**src/rtl/mpq_pkg.sv**
```systemverilog
`timescale 1ns / 1ps

package mpq_pkg;

    localparam int DEPTH  = 16;
    localparam int IDX_W  = (DEPTH > 1) ? $clog2(DEPTH) : 1;
    localparam int CNT_W  = $clog2(DEPTH + 1);
    localparam int DATA_W = 64;
    localparam int PRI_W  = 64;
    localparam int ICNT_W = 5;

    typedef enum logic [1:0] {
        OP_INSERT  = 2'd0,
        OP_EXTRACT = 2'd1,
        OP_PEEK    = 2'd2,
        OP_NOP     = 2'd3
    } t_op;

    typedef enum logic [1:0] {
        STAT_DONE  = 2'd0,
        STAT_FULL  = 2'd1,
        STAT_EMPTY = 2'd2
    } t_status;

    typedef enum logic [1:0] {
        ST_IDLE,
        ST_SCAN,
        ST_RESULT
    } t_state;

    typedef struct packed {
        logic [DATA_W-1:0] data;
        logic [PRI_W-1:0]  pri;
    } t_slot;

    typedef struct packed {
        logic             en;
        logic [IDX_W-1:0] addr;
        t_slot            slot;
    } t_mem_wr;

    typedef struct packed {
        logic             en;
        logic [IDX_W-1:0] addr;
    } t_mem_rd;

    typedef struct packed {
        logic [DATA_W-1:0] data;
        logic [PRI_W-1:0]  pri;
        t_status           status;
        logic [ICNT_W-1:0] count;
        logic              empty;
        logic              full;
    } t_result;

endpackage

```
**src/rtl/min_priority_queue.sv**
```systemverilog
`timescale 1ns / 1ps
// Insert and rejected requests go from idle straight to the result state; extract and peek
//   first pass through the scan state, which reads all count slots (count = items stored, 16 when full).
// A new request is taken only when idle, after the last result went to the output register;
//   the scan uses the single slot-RAM read port, one slot compared per cycle by one 64-bit comparator.
// Reset (synchronous, active low on i_rst_n) empties the queue at once; slot storage is not
//   cleared, since only slots below the count are ever read.

module min_priority_queue (
    input  logic                        i_clk,
    input  logic                        i_rst_n,
    input  logic                        i_valid,
    output logic                        o_ready,
    input  logic [1:0]                  i_operation,
    input  logic [mpq_pkg::DATA_W-1:0]  i_item_data,
    input  logic [mpq_pkg::PRI_W-1:0]   i_item_priority,
    output logic                        o_valid,
    input  logic                        i_ready,
    output logic [mpq_pkg::DATA_W-1:0]  o_out_data,
    output logic [mpq_pkg::PRI_W-1:0]   o_out_priority,
    output logic [1:0]                  o_status,
    output logic [mpq_pkg::ICNT_W-1:0]  o_item_count,
    output logic                        o_is_empty,
    output logic                        o_is_full
);

    // Sequencer <-> slot RAM
    mpq_pkg::t_mem_wr  mem_wr;
    mpq_pkg::t_mem_rd  mem_rd;
    mpq_pkg::t_slot    mem_rd_data;

    // Sequencer result handshake into the output register
    logic              res_valid;
    logic              res_ready;
    mpq_pkg::t_result  res;

    // Output register: holds a finished result while the sequencer moves on to the next request
    logic              r_out_vld, n_out_vld;
    mpq_pkg::t_result  r_out, n_out;

    mpq_slot_ram u_slot_ram (
        .i_clk     (i_clk),
        .i_wr      (mem_wr),
        .i_rd      (mem_rd),
        .o_rd_data (mem_rd_data)
    );

    mpq_seq u_seq (
        .i_clk       (i_clk),
        .i_rst_n     (i_rst_n),
        .i_req_valid (i_valid),
        .o_req_ready (o_ready),
        .i_op        (mpq_pkg::t_op'(i_operation)),
        .i_data      (i_item_data),
        .i_pri       (i_item_priority),
        .o_res_valid (res_valid),
        .i_res_ready (res_ready),
        .o_res       (res),
        .o_mem_wr    (mem_wr),
        .o_mem_rd    (mem_rd),
        .i_rd_data   (mem_rd_data)
    );

    // Take a new result when the register is empty or being drained this cycle
    assign res_ready = !r_out_vld || i_ready;

    always_comb begin
        n_out_vld = r_out_vld;
        n_out     = r_out;
        if (res_ready) begin
            n_out_vld = res_valid;
            if (res_valid) begin
                n_out = res;
            end
        end
    end

    always_ff @(posedge i_clk) begin
        if (!i_rst_n) begin
            r_out_vld <= 1'b0;
        end else begin
            r_out_vld <= n_out_vld;
        end
        r_out <= n_out;
    end

    assign o_valid        = r_out_vld;
    assign o_out_data     = r_out.data;
    assign o_out_priority = r_out.pri;
    assign o_status       = r_out.status;
    assign o_item_count   = r_out.count;
    assign o_is_empty     = r_out.empty;
    assign o_is_full      = r_out.full;

endmodule

```
**src/rtl/mpq_slot_ram.sv**
```systemverilog
`timescale 1ns / 1ps

module mpq_slot_ram (
    input  logic                     i_clk,
    input  mpq_pkg::t_mem_wr         i_wr,
    input  mpq_pkg::t_mem_rd         i_rd,
    output mpq_pkg::t_slot           o_rd_data
);

    mpq_pkg::t_slot r_mem [mpq_pkg::DEPTH];
    mpq_pkg::t_slot r_rd_data;

    always_ff @(posedge i_clk) begin
        if (i_wr.en) begin
            r_mem[i_wr.addr] <= i_wr.slot;
        end
        if (i_rd.en) begin
            r_rd_data <= r_mem[i_rd.addr];
        end
    end

    assign o_rd_data = r_rd_data;

endmodule

```
**src/rtl/mpq_seq.sv**
```systemverilog
`timescale 1ns / 1ps

module mpq_seq (
    input  logic                          i_clk,
    input  logic                          i_rst_n,
    input  logic                          i_req_valid,
    output logic                          o_req_ready,
    input  mpq_pkg::t_op                  i_op,
    input  logic [mpq_pkg::DATA_W-1:0]    i_data,
    input  logic [mpq_pkg::PRI_W-1:0]     i_pri,
    output logic                          o_res_valid,
    input  logic                          i_res_ready,
    output mpq_pkg::t_result              o_res,
    output mpq_pkg::t_mem_wr              o_mem_wr,
    output mpq_pkg::t_mem_rd              o_mem_rd,
    input  mpq_pkg::t_slot                i_rd_data
);

    mpq_pkg::t_state                 r_state, n_state;
    logic [mpq_pkg::CNT_W-1:0]       r_count, n_count;
    logic                            r_rd_vld, n_rd_vld;
    mpq_pkg::t_op                    r_op, n_op;
    logic [mpq_pkg::CNT_W-1:0]       r_rd_cnt, n_rd_cnt;
    logic [mpq_pkg::IDX_W-1:0]       r_cmp_idx, n_cmp_idx;
    mpq_pkg::t_slot                  r_best, n_best;
    logic [mpq_pkg::IDX_W-1:0]       r_best_idx, n_best_idx;
    mpq_pkg::t_slot                  r_res, n_res;
    mpq_pkg::t_status                r_res_status, n_res_status;

    logic                            is_full;
    logic                            take;
    mpq_pkg::t_slot                  cand_best;
    logic [mpq_pkg::IDX_W-1:0]       cand_idx;
    logic [mpq_pkg::IDX_W-1:0]       last_idx;
    logic                            scan_last;

    assign is_full   = (r_count == mpq_pkg::CNT_W'(mpq_pkg::DEPTH));
    // first arrival seeds the minimum; later ones replace it only when strictly smaller
    assign take      = (r_cmp_idx == '0) || (i_rd_data.pri < r_best.pri);
    assign cand_best = take ? i_rd_data : r_best;
    assign cand_idx  = take ? r_cmp_idx : r_best_idx;
    assign last_idx  = mpq_pkg::IDX_W'(r_count - 1'b1);
    assign scan_last = (r_state == mpq_pkg::ST_SCAN) && r_rd_vld && (r_cmp_idx == last_idx);

    always_comb begin
        n_state = r_state;
        unique case (r_state)
            mpq_pkg::ST_IDLE: begin
                if (i_req_valid) begin
                    if ((i_op == mpq_pkg::OP_EXTRACT || i_op == mpq_pkg::OP_PEEK) &&
                        (r_count != '0)) begin
                        n_state = mpq_pkg::ST_SCAN;
                    end else begin
                        n_state = mpq_pkg::ST_RESULT;
                    end
                end
            end
            mpq_pkg::ST_SCAN: begin
                if (scan_last) begin
                    n_state = mpq_pkg::ST_RESULT;
                end
            end
            mpq_pkg::ST_RESULT: begin
                if (i_res_ready) begin
                    n_state = mpq_pkg::ST_IDLE;
                end
            end
            default: n_state = mpq_pkg::ST_IDLE;
        endcase
    end

    always_comb begin
        n_count      = r_count;
        n_rd_vld     = 1'b0;
        n_op         = r_op;
        n_rd_cnt     = r_rd_cnt;
        n_cmp_idx    = r_cmp_idx;
        n_best       = r_best;
        n_best_idx   = r_best_idx;
        n_res        = r_res;
        n_res_status = r_res_status;
        o_mem_wr     = '0;
        o_mem_rd     = '0;
        o_req_ready  = (r_state == mpq_pkg::ST_IDLE);
        o_res_valid  = (r_state == mpq_pkg::ST_RESULT);

        unique case (r_state)
            mpq_pkg::ST_IDLE: begin
                if (i_req_valid) begin
                    n_op         = i_op;
                    n_res        = '0;
                    n_res_status = mpq_pkg::STAT_DONE;
                    n_rd_cnt     = '0;
                    unique case (i_op)
                        mpq_pkg::OP_INSERT: begin
                            if (is_full) begin
                                n_res_status = mpq_pkg::STAT_FULL;
                            end else begin
                                o_mem_wr.en        = 1'b1;
                                o_mem_wr.addr      = r_count[mpq_pkg::IDX_W-1:0];
                                o_mem_wr.slot.data = i_data;
                                o_mem_wr.slot.pri  = i_pri;
                                n_count            = r_count + 1'b1;
                            end
                        end
                        mpq_pkg::OP_EXTRACT, mpq_pkg::OP_PEEK: begin
                            if (r_count == '0) begin
                                n_res_status = mpq_pkg::STAT_EMPTY;
                            end
                        end
                        mpq_pkg::OP_NOP: begin
                        end
                    endcase
                end
            end
            mpq_pkg::ST_SCAN: begin
                // issue one slot read a cycle
                if (r_rd_cnt < r_count) begin
                    o_mem_rd.en   = 1'b1;
                    o_mem_rd.addr = r_rd_cnt[mpq_pkg::IDX_W-1:0];
                    n_rd_cnt      = r_rd_cnt + 1'b1;
                    n_cmp_idx     = r_rd_cnt[mpq_pkg::IDX_W-1:0];
                    n_rd_vld      = 1'b1;
                end
                // compare the slot read last cycle
                if (r_rd_vld) begin
                    n_best     = cand_best;
                    n_best_idx = cand_idx;
                end
                if (scan_last) begin
                    n_res = cand_best;
                    // the arriving slot is the last one: move it into the freed place
                    if (r_op == mpq_pkg::OP_EXTRACT) begin
                        o_mem_wr.en   = 1'b1;
                        o_mem_wr.addr = cand_idx;
                        o_mem_wr.slot = i_rd_data;
                        n_count       = r_count - 1'b1;
                    end
                end
            end
            mpq_pkg::ST_RESULT: begin
            end
            default: begin
            end
        endcase
    end

    always_ff @(posedge i_clk) begin
        if (!i_rst_n) begin
            r_state  <= mpq_pkg::ST_IDLE;
            r_count  <= '0;
            r_rd_vld <= 1'b0;
        end else begin
            r_state  <= n_state;
            r_count  <= n_count;
            r_rd_vld <= n_rd_vld;
        end
        r_op         <= n_op;
        r_rd_cnt     <= n_rd_cnt;
        r_cmp_idx    <= n_cmp_idx;
        r_best       <= n_best;
        r_best_idx   <= n_best_idx;
        r_res        <= n_res;
        r_res_status <= n_res_status;
    end

    assign o_res.data   = r_res.data;
    assign o_res.pri    = r_res.pri;
    assign o_res.status = r_res_status;
    assign o_res.count  = mpq_pkg::ICNT_W'(r_count);
    assign o_res.empty  = (r_count == '0);
    assign o_res.full   = is_full;

    a_count_bound: assert property (@(posedge i_clk) disable iff (!i_rst_n)
        r_count <= mpq_pkg::CNT_W'(mpq_pkg::DEPTH))
        else $error("slot count above capacity");

    a_insert_count: assert property (@(posedge i_clk) disable iff (!i_rst_n)
        (r_state == mpq_pkg::ST_IDLE && i_req_valid && i_op == mpq_pkg::OP_INSERT && !is_full)
        |=> (r_count == $past(r_count) + 1'b1))
        else $error("insert did not advance count");

    a_scan_write: assert property (@(posedge i_clk) disable iff (!i_rst_n)
        (r_state == mpq_pkg::ST_SCAN && o_mem_wr.en) |-> (scan_last && r_op == mpq_pkg::OP_EXTRACT))
        else $error("slot write during scan outside the final extract move");

    a_no_scan_empty: assert property (@(posedge i_clk) disable iff (!i_rst_n)
        (r_state == mpq_pkg::ST_SCAN) |-> (r_count != '0))
        else $error("scan running on an empty queue");

endmodule
```
**config.mk**
```make
export PLATFORM = sky130hd
export DESIGN_NAME = min_priority_queue
export DESIGN_NICKNAME = d
export VERILOG_FILES = /design/src/rtl/mpq_pkg.sv /design/src/rtl/min_priority_queue.sv /design/src/rtl/mpq_slot_ram.sv /design/src/rtl/mpq_seq.sv
export SDC_FILE = /design/constraint.sdc
export NUM_CORES = 2
export LEC_CHECK = 0
export BUFFER_PORTS_ARGS = -buffer_cell sky130_fd_sc_hd__buf_4
export CAP_MARGIN = 20
export CORE_MARGIN = 2
export CORE_UTILIZATION = 30
export DETAILED_ROUTE_END_ITERATION = 16
export GPL_TIMING_DRIVEN = 0
export PLACE_DENSITY_LB_ADDON = 0.1
export SLEW_MARGIN = 30
export SYNTH_ARGS = -nofsm -noshare
export SYNTH_HDL_FRONTEND = slang
export SYNTH_SLANG_ARGS = --single-unit
```
**constraint.sdc**
```tcl
create_clock -name i_clk -period 16.86 [get_ports i_clk]
set_clock_uncertainty 0.05 [all_clocks]
set_input_delay 0.843 -clock i_clk [delete_from_list [all_inputs] [get_ports i_clk]]
set_output_delay 0.843 -clock i_clk [all_outputs]
set_load 0.05 [all_outputs]
```
==> impl_results.md <==
- Status: completed
- Vias in the first global route: 62,700
- # Post-CTS Setup Buffers: 0
- Routed Antenna Nets: 0
- Buf/Inv on CP: 8
- P_int: 11.1 mW
- Clock power share: 45.2%
- Leak pwr: 42.4 nW
- Hold WS: 0.150 ns
- Synth Instances: 6,767
- Hold Vio Cnt, Final: 0
- Max VDD drop: 0.0692 mV
- Largest net degree at the start of global routing: 56
- I/O Buffers: 272
- Drt first-iter violations: 5,257
- P_sw: 3.13 mW
- Synth cell types: 55
- Final-report setup violation count: 0
- Clock transition at path regs: 0.06 ns
- Dpl cell area: 116,000 um^2
- First-pass GRT wire length: 492,000 um
- Post-route insts no fill: 12,400
- Unrepaired setup endpoints after global routing: false
- Yosys Warn Count: 0
- Vias per cell: 5.06
- Pwr Density: 113 nW/um^2
- Core Rows: 215
- Most frequent cells in the layout: 2,586 x edfxtp_1, 546 x nand2_1, 539 x nor2_1, 388 x a211oi_1, 367 x clkbuf_1
- Final Util: 36.7%
- Crit end category: flop
- Seq/Total Area, Yosys: 75.1%
- Starting Density: 30.2%
- Tot Pwr: 14.2 mW
- Via count: 62,600
- Net count, final: 7,767
- WL/cell: 28.6 um
- Critical path class: flop to flop
- Num CTS Buffers: 300
- Number of synthesized flops with an enable pin: 2,586
- GPL Wtd Cong: 0.787
- DRT Pass-1 Iters: 5
- Core outline area: 343,000 um^2
- DP HPWL: 248,000 um
- Pre-CTS setup slack: 10.37 ns
- Actual slew at the worst max-slew pin: 1.08 ns
- Max Cap Viol: 0
- Syn_area_per_cell: 15.3 um^2
- Initial antenna violation count: 31
- Die Ht: 592 um
- FFs w/ async S/R, synth: 0%
- Total track usage: 19.8%
- Share of cells above drive strength 1: 16.7%
- # fillers: 32,700
- Fmax: 0.158 GHz
- CTS Buffer Depth: 4
- Layout area overhead: 21.6%
- Cts repair resizes: 0
- Post-synthesis net count: 6,974
- CP arrival: 6.89 ns
- Die W: 592 um
- Io pins: 273
- Remaining DRCs: 0
- Slew Viols, Final: 0
- Final Instance Area: 126,000 um^2
- Most used DFF post-synth: edfxtp_1
- Placed Cells: 11,800
- CP max FO: 7
- Worst min path class: input pin to flop
- Most used cell, CP: buf_4
- Worst-skew pair later-pin latency: 0.91 ns
- Die ar.: 350,000 um^2
- Largest delay contributor family on the critical path: simple AND/OR/NAND/NOR gates
- Clock Root Buffer: clkbuf_16
- Post-route minimum period: 6.34 ns
- Req. time, crit path: 17.40 ns
- Routed WL: 353,000 um
- Clock sink total: 2,595
- Slew HR: 28.3%
- Worst-path cell chain: ha_1 > nand4_2 > nor4_4 > nand4_2 > nor3_1 > a221oi_4 > nand4_1 > nor3b_2 > or3b_1 > nor3_2 > buf_4 > buf_4 > buf_4 > buf_4 > buf_4 > buf_4 > buf_4 > buf_4
- Comb pwr share: 4.3%
- Setup crit start kind: flop
- Cell Area, Synth: 104,000 um^2
- Cts hold-fix bufs: 0
- Grt ovf: 0
- Register share of total power: 50.5%
- Final period util: 37.6%
- Setup TNS: 0 ns
- TritonCTS clock tree: built
- Seq cells post-synth: 2,595
- Slowest CP cell: nor3_1
- Setup WS post-layout: 10.52 ns
- Switch share: 22.1%
- H-tree Lvls: 5
- CP max stage delay: 0.67 ns
- Commonest non-fill, non-tap cell in the layout: edfxtp_1
## Yosys cell counts, types with 128 or more instances
cell type,number,area [um^2]
a211oi_1,388,2910
a31oi_1,129,807
nand2_1,547,2050
o211ai_1,131,983
nand3_1,264,1320
mux2i_1,257,2570
mux2_2,162,1820
nor2_1,554,2080
clkbuf_1,364,1370
a22o_1,128,1120
o21ai_0,143,716
o22ai_1,256,1600
nand4_1,141,882
a21oi_1,167,836
edfxtp_1,2586,77700
and2_1,132,826
## state kept, by name, indices dropped and copies added, names as in the netlist, 64 cells and up
name and count:
o_out_data 64, u_seq.r_best 128, u_seq.o_res 128, u_slot_ram.r_mem 2048, o_out_priority 64, u_slot_ram.o_rd_data 128
## power groups by stage
stage / combinational (mW) / sequential (mW) / clock (mW)
finish: 0.610 / 7.16 / 6.41
global route: 0.647 / 7.17 / 6.81
CTS: 0.619 / 7.16 / 6.57
detailed placement: 0.617 / 7.30 / 0
global placement: 0.585 / 7.33 / 0
floorplan: 0.240 / 7.37 / 0
## worst reg2reg max path, cell delays in order, from the launching register on
cell      delay, ns
edfxtp_1       0.45
ha_1           0.37
nand4_2        0.33
nor4_4         0.66
nand4_2        0.31
nor3_1         0.67
a221oi_4       0.23
nand4_1        0.23
nor3b_2        0.27
or3b_1         0.54
nor3_2         0.33
buf_4          0.24
buf_4          0.20
buf_4          0.17
buf_4          0.18
buf_4          0.19
buf_4          0.18
buf_4          0.22
buf_4          0.21
## layout make-up
| type | count | area [um^2] | area share [%] |
|---|---|---|---|
| buffer | 443 | 2010 | 1.60 |
| multi-input combinational | 3651 | 23700 | 18.8 |
| timing repair buffer | 491 | 6800 | 5.40 |
| clock inverter | 169 | 1560 | 1.24 |
| antenna | 16 | 40.0 | 0.0318 |
| tap | 4557 | 5700 | 4.53 |
| inverter | 78 | 300 | 0.238 |
| clock buffer | 365 | 7960 | 6.32 |
| sequential | 2595 | 77800 | 61.8 |
## path summary, 6_finish.rpt
| kind | startpoint | endpoint | slack (ns) | depth (start not counted) |
|---|---|---|---|---|
| hold reg to reg | u_seq.o_res[132]$_SDFFCE_PN0P_ | o_out_data[59]$_DFFE_PP_ | 0.35 | 0 |
| setup reg to reg | u_slot_ram.o_rd_data[63]$_DFFE_PP_ | u_slot_ram.r_mem[0][23]$_DFFE_PP_ | 10.52 | 18 |
| hold / removal | i_ready | o_valid$_SDFFE_PN0N_ | 0.15 | 3 |
| setup / recovery | u_slot_ram.o_rd_data[63]$_DFFE_PP_ | u_slot_ram.r_mem[0][23]$_DFFE_PP_ | 10.52 | 18 |
## metal layers
layer  up-vias  global-route usage, %  wire length, um  share of wire (%)
met3       512                   2.60            17500                5.0
met2      1872                   31.9           164000                 46
met5         -                      0               10             0.0028
met1     32200                   27.5           159000                 45
li1      28100                      -                -                  -
met4         2                   6.91            12800                3.6
## kinds of logic (layout without fill, tap and decap cells)
group,after synthesis,after routing,share of synthesized area [%]
AO/OA/AOI/OAI,1365,1365,8.85
XOR/XNOR,13,13,0.110
adder cells (fa/ha/maj),73,73,0.882
buffers and inverters,521,1546,2.12
flip-flops,2595,2595,75.1
multiplexers,517,517,5.66
other,0,16,0
AND/OR/NAND/NOR,1683,1683,7.24
(Power assumes the default switching activity.)
